===== config.mk =====
export PLATFORM = sky130hd
export DESIGN_NAME = cld_decode
export DESIGN_NICKNAME = d
export VERILOG_FILES = /design/src/rtl/cld_pkg.sv /design/src/rtl/cld_decode.sv
export SDC_FILE = /design/constraint.sdc
export NUM_CORES = 1
export LEC_CHECK = 0
export CAP_MARGIN = 20
export CORE_MARGIN = 2
export CORE_UTILIZATION = 30
export DETAILED_ROUTE_END_ITERATION = 10
export DONT_BUFFER_PORTS = 1
export PLACE_DENSITY_LB_ADDON = 0.05
export RECOVER_POWER = 50
export SYNTH_ARGS = -nofsm -noshare
export SYNTH_HDL_FRONTEND = slang
export SYNTH_SLANG_ARGS = --single-unit

===== constraint.sdc =====
create_clock -name vclk -period 2.65
set_input_delay 0.3975 -clock vclk [all_inputs]
set_output_delay 0.3975 -clock vclk [all_outputs]
set_load 0.005 [all_outputs]

===== src/rtl/cld_pkg.sv =====
`timescale 1ns / 1ps
package cld_pkg;

  // Store depths
  localparam int LINE_DEPTH = 1024;
  localparam int RAW_DEPTH  = 4096;
  localparam int LINE_AW    = $clog2(LINE_DEPTH);
  localparam int LINE_CW    = $clog2(LINE_DEPTH + 1);
  localparam int RAW_AW     = $clog2(RAW_DEPTH);
  localparam int RAW_CW     = $clog2(RAW_DEPTH + 1);

  // Item operations
  localparam logic [1:0] OP_RECV  = 2'd0;
  localparam logic [1:0] OP_TAKE  = 2'd1;
  localparam logic [1:0] OP_FLUSH = 2'd2;

  // Result kinds
  localparam logic [1:0] KIND_ECHO   = 2'd0;
  localparam logic [1:0] KIND_DATA   = 2'd1;
  localparam logic [1:0] KIND_STATUS = 2'd2;

  // Register indexes
  localparam logic [2:0] REG_LFLAGS = 3'd0;
  localparam logic [2:0] REG_IFLAGS = 3'd1;
  localparam logic [2:0] REG_ERASE  = 3'd2;
  localparam logic [2:0] REG_KILL   = 3'd3;
  localparam logic [2:0] REG_EOF    = 3'd4;
  localparam logic [2:0] REG_EOL    = 3'd5;
  localparam logic [2:0] REG_EOL2   = 3'd6;

  // local_flags bits
  localparam int LF_CANON = 0;
  localparam int LF_ECHO  = 1;
  localparam int LF_ECHOE = 2;
  localparam int LF_ECHOK = 3;
  // input_flags bits
  localparam int IF_IGNCR = 0;
  localparam int IF_ICRNL = 1;
  localparam int IF_INLCR = 2;

  // Characters
  localparam logic [7:0] CH_CR       = 8'h0D;
  localparam logic [7:0] CH_LF       = 8'h0A;
  localparam logic [7:0] CH_BS       = 8'h08;
  localparam logic [7:0] CH_SPACE    = 8'h20;
  localparam logic [7:0] CH_CARET    = 8'h5E;
  localparam logic [7:0] CH_PRINT_LO = 8'd32;
  localparam logic [7:0] CH_PRINT_HI = 8'd126;
  localparam logic [7:0] CTRL_OFS    = 8'h40;

  // Reset values of the registers
  localparam logic [3:0] LFLAGS_RST = 4'd15;
  localparam logic [2:0] IFLAGS_RST = 3'd2;
  localparam logic [7:0] ERASE_RST  = 8'd8;
  localparam logic [7:0] KILL_RST   = 8'd21;
  localparam logic [7:0] EOF_RST    = 8'd4;
  localparam logic [7:0] EOL_RST    = 8'd0;

  typedef struct packed {
    logic [3:0] local_flags;
    logic [2:0] input_flags;
    logic [7:0] erase_char;
    logic [7:0] kill_char;
    logic [7:0] eof_char;
    logic [7:0] eol_char;
    logic [7:0] eol2_char;
  } cfg_t;

  typedef enum logic [2:0] {
    ACT_NONE,
    ACT_ERASE,
    ACT_KILL,
    ACT_PUSH_LINE,
    ACT_PUSH_PART,
    ACT_RAW_PUSH
  } act_t;

  typedef struct packed {
    act_t            act;
    logic [7:0]      push_byte;
    logic [1:0]      echo_n;
    logic [2:0][7:0] echo_byte;
    logic            ready;
    logic            drop;
  } dec_t;

endpackage


===== src/rtl/cld_decode.sv =====
`timescale 1ns / 1ps
module cld_decode (
  input  cld_pkg::cfg_t                 cfg,
  input  logic [7:0]                    c,
  input  logic [cld_pkg::LINE_CW-1:0]   partial_length,
  input  logic                          line_full,
  input  logic                          raw_full,
  output cld_pkg::dec_t                 dec
);
  import cld_pkg::*;

  logic       echo;
  logic       skip;
  logic [7:0] t;
  logic       is_term;

  // CR/NL translation, then terminator match on the translated byte
  always_comb begin
    skip = 1'b0;
    t    = c;
    if (cfg.input_flags[IF_IGNCR] && c == CH_CR) begin
      skip = 1'b1;
    end else if (cfg.input_flags[IF_ICRNL] && c == CH_CR) begin
      t = CH_LF;
    end else if (cfg.input_flags[IF_INLCR] && c == CH_LF) begin
      t = CH_CR;
    end
    is_term = (t == CH_LF) ||
              (cfg.eol_char != 8'd0 && t == cfg.eol_char) ||
              (cfg.eol2_char != 8'd0 && t == cfg.eol2_char);
  end

  always_comb begin
    echo          = cfg.local_flags[LF_ECHO];
    dec           = '0;
    dec.act       = ACT_NONE;
    if (!cfg.local_flags[LF_CANON]) begin
      if (raw_full) begin
        dec.drop = 1'b1;
      end else begin
        dec.act       = ACT_RAW_PUSH;
        dec.push_byte = c;
        dec.ready     = 1'b1;
        if (echo) begin
          dec.echo_n       = 2'd1;
          dec.echo_byte[0] = c;
        end
      end
    end else if (cfg.erase_char != 8'd0 && c == cfg.erase_char) begin
      if (partial_length != '0) begin
        dec.act = ACT_ERASE;
        if (echo && cfg.local_flags[LF_ECHOE]) begin
          dec.echo_n    = 2'd3;
          dec.echo_byte = {CH_BS, CH_SPACE, CH_BS};
        end else if (echo) begin
          dec.echo_n       = 2'd1;
          dec.echo_byte[0] = cfg.erase_char;
        end
      end
    end else if (cfg.kill_char != 8'd0 && c == cfg.kill_char) begin
      dec.act = ACT_KILL;
      if (echo && cfg.local_flags[LF_ECHOK]) begin
        dec.echo_n    = 2'd3;
        dec.echo_byte = {CH_LF, cfg.kill_char + CTRL_OFS, CH_CARET};
      end
    end else if (cfg.eof_char != 8'd0 && c == cfg.eof_char && partial_length == '0) begin
      // eof at line start: one-byte completed line, no echo
      if (line_full) begin
        dec.drop = 1'b1;
      end else begin
        dec.act       = ACT_PUSH_LINE;
        dec.push_byte = c;
        dec.ready     = 1'b1;
      end
    end else if (skip) begin
      dec.act = ACT_NONE;
    end else if (is_term || (t >= CH_PRINT_LO && t <= CH_PRINT_HI)) begin
      if (line_full) begin
        dec.drop = 1'b1;
      end else begin
        dec.act       = is_term ? ACT_PUSH_LINE : ACT_PUSH_PART;
        dec.push_byte = t;
        dec.ready     = is_term;
        if (echo) begin
          dec.echo_n       = 2'd1;
          dec.echo_byte[0] = t;
        end
      end
    end
  end

endmodule


==> results.sh <==
export IMPL_outcome="finished, final reports clean"
export IMPL_synthTopCellsByArea="xor2_1 11%, xnor2_1 8.7%, nand4_1 4.6%"
export IMPL_postCtsHoldBufs=0
export IMPL_synth_area_per_cell_um2=6.87
export IMPL_vias_per_cell=5.82
export IMPL_die_w_um=74.8
export IMPL_rsz0062_at_grt="true"
export IMPL_yosys_warnings=0
export IMPL_critPathKind="input port to primary output"
export IMPL_finalSetupTns_ns=0
export IMPL_via_count=1747
export IMPL_fillers=535
export IMPL_multi_input_area_mm2=0.00137
export IMPL_seqCellArea_um2=0
export IMPL_cp_top_family="compound AO/OA/AOI/OAI gates"
export IMPL_worstSetupStartpoint="c[7]"
export IMPL_fin_crit_ns=2.61
export IMPL_slew_violations=0
export IMPL_hp_class="input port to primary output"
export IMPL_die_h_um=74.8
export IMPL_hold_violations=0
export IMPL_leakage_uw=0.000708
export IMPL_min_period_over_period_pct=98.5
export IMPL_antenna_left=0
export IMPL_cp_max_fo=9
export IMPL_grt_antenna_before_repair=0
export IMPL_grt_overflow=0
export IMPL_route_detailed_drc=0
export IMPL_grt_pass1_vias=1669
export IMPL_synth_top_area_cell="xor2_1"
export IMPL_die_area_mm2=0.00560
export IMPL_ios=107
export IMPL_track_usage_pct=18.4
export IMPL_grt_max_degree=18
export IMPL_core_area_mm2=0.00479
export IMPL_cp_slowest_stage_delay_ns=0.34
export IMPL_required_ns=2.25
export IMPL_syn_to_final_growth_pct=16.1
export IMPL_wirelength_um=5600
export IMPL_end_kind="primary output"
export IMPL_wl_per_cell_um=18.7
export IMPL_hold_ws_ns=0.835
export IMPL_syn_inst=219
export IMPL_nets=304
export IMPL_grt_pass1_wl_um=8180
export IMPL_yosys_area_top_type_share_pct=11.1
export IMPL_hp_start="cfg[30]"
export IMPL_cp_num_buf_inv=2
export IMPL_irDropWorstVdd_v=0.0000315
export IMPL_ys_seq_area_share_pct=0
export IMPL_synth_distinct_cells=59
export IMPL_power_density_mw_per_mm2=103
export IMPL_drt_iter0_drc=70
export IMPL_crit_slowest_cell="o21ai_0"
export IMPL_crit_arrival_ns=2.21
export IMPL_placed_cells=291
export IMPL_max_freq_ghz=0.383
export IMPL_syn_area_mm2=0.00150
export IMPL_drive_gt1_share_pct=26.2
export IMPL_port_buffers=0
export IMPL_first_pass_iters=4
export IMPL_seq_cell_count=0
export IMPL_maxCapViolCount=0
export IMPL_initial_utilization_pct=31.4
export IMPL_std_cell_rows=25
export IMPL_startpoint_type="input port"
export IMPL_setup_violations_final=0
export IMPL_fin_cells=300
export IMPL_gp_congestion=0.828
export IMPL_antenna_cells=0
export IMPL_dpl_hpwl_um=4510
export IMPL_cp_cell_sequence="nor3_4 > buf_4 > nand4_1 > o21ai_0 > a21boi_1 > o211ai_2 > nand3_2 > buf_4 > nand2_1 > o21ai_0"
export IMPL_clkbuf_count=0
[logic make-up (layout without fill, tap and decap cells)]
kind of cell	count (synthesis)	count (layout)	share of synthesized area, %
compound gates	59	59	30.8
xor+xnor	34	34	19.8
fa+ha+maj	2	2	1.50
buf+inv	37	46	14.3
other cells	1	6	0.249
simple gates	86	86	33.4
[stage by stage]
step	setup slack (ns)	util, %	instance area (µm²)	total power [µW]
after floorplan	0.0236	-	1520	161
after global placement	-0.0193	33.7	1610	159
after detailed placement	-0.0522	33.7	1610	159
after CTS	0.00870	33.9	1620	161
after global routing	-0.0575	36.5	1750	196
final	0.0404	36.5	1750	180
[layout make-up]
class | count | area share, %
inverter | 15 | 3.23
tap | 67 | 4.80
multi-input combinational | 187 | 78.4
timing repair buffer | 31 | 13.5
[metal layers]
metal | track usage (%) | part of all wire (%) | vias to the layer above
li1 | - | - | 823
met1 | 22.5 | 41 | 842
met2 | 34.6 | 52 | 80
met3 | 2.68 | 7.1 | 2
met4 | 2.98 | 0.18 | 0
met5 | 0 | 0 | -
[worst paths after layout]
check | endpoint | depth (start not counted)
max | dec[29] | 10
min | dec[16] | 1
[repair_timing]
action / 4_1_cts / 5_1_grt
cloned: 0 / 0
endpoints found under the setup margin: 5 / 17
pin swaps: 2 / 11
endpoints found under the hold margin: 0 / 0
resized for setup: 1 / 20
buffers inserted: 0 / 9
[synthesized netlist by cell type (2+ instances only)]
cell type   n
o21a_1      2
xnor2_1    15
o211ai_2    2
nand4_1    11
buf_4       9
o21ai_0     8
a31o_2      2
buf_6       5
a211o_1     2
a21oi_1     7
inv_1      15
a22oi_1     2
and3_4      2
xor2_1     19
o22ai_1     2
o32ai_1     2
a22o_1      2
clkbuf_1    4
a21boi_0    3
nor4_1     10
buf_2       4
a31oi_1     5
nor2b_1     3
nand2_1    14
nor3_1      6
a221oi_1    2
a2111oi_1   2
and2_1     10
nand3_1     7
nor2_1     13
[layout by cell type (no fill, tap or decap), types with 3 or more instances in the layout]
cell / Yosys / layout
nand2_1: 14 / 13
nor2b_1: 3 / 3
nor3_1: 6 / 6
and2_1: 10 / 6
a21oi_2: 1 / 3
buf_4: 9 / 28
xor2_1: 19 / 19
o21ai_0: 8 / 7
nand3_1: 7 / 7
inv_1: 15 / 15
a21oi_1: 7 / 5
and2_4: 0 / 4
xnor2_1: 15 / 15
conb_1: 1 / 6
a2111oi_1: 2 / 3
a31oi_1: 5 / 5
nand4_1: 11 / 11
nor4_1: 10 / 9
nor2_1: 13 / 11
[where the power goes]
part | switching, µW | internal, µW
sequential | 0 | 0
combinational | 82.2 | 98.2
clock | 0 | 0
total | 82.2 | 98.2
Note: power is estimated with default switching activity, not from simulation.
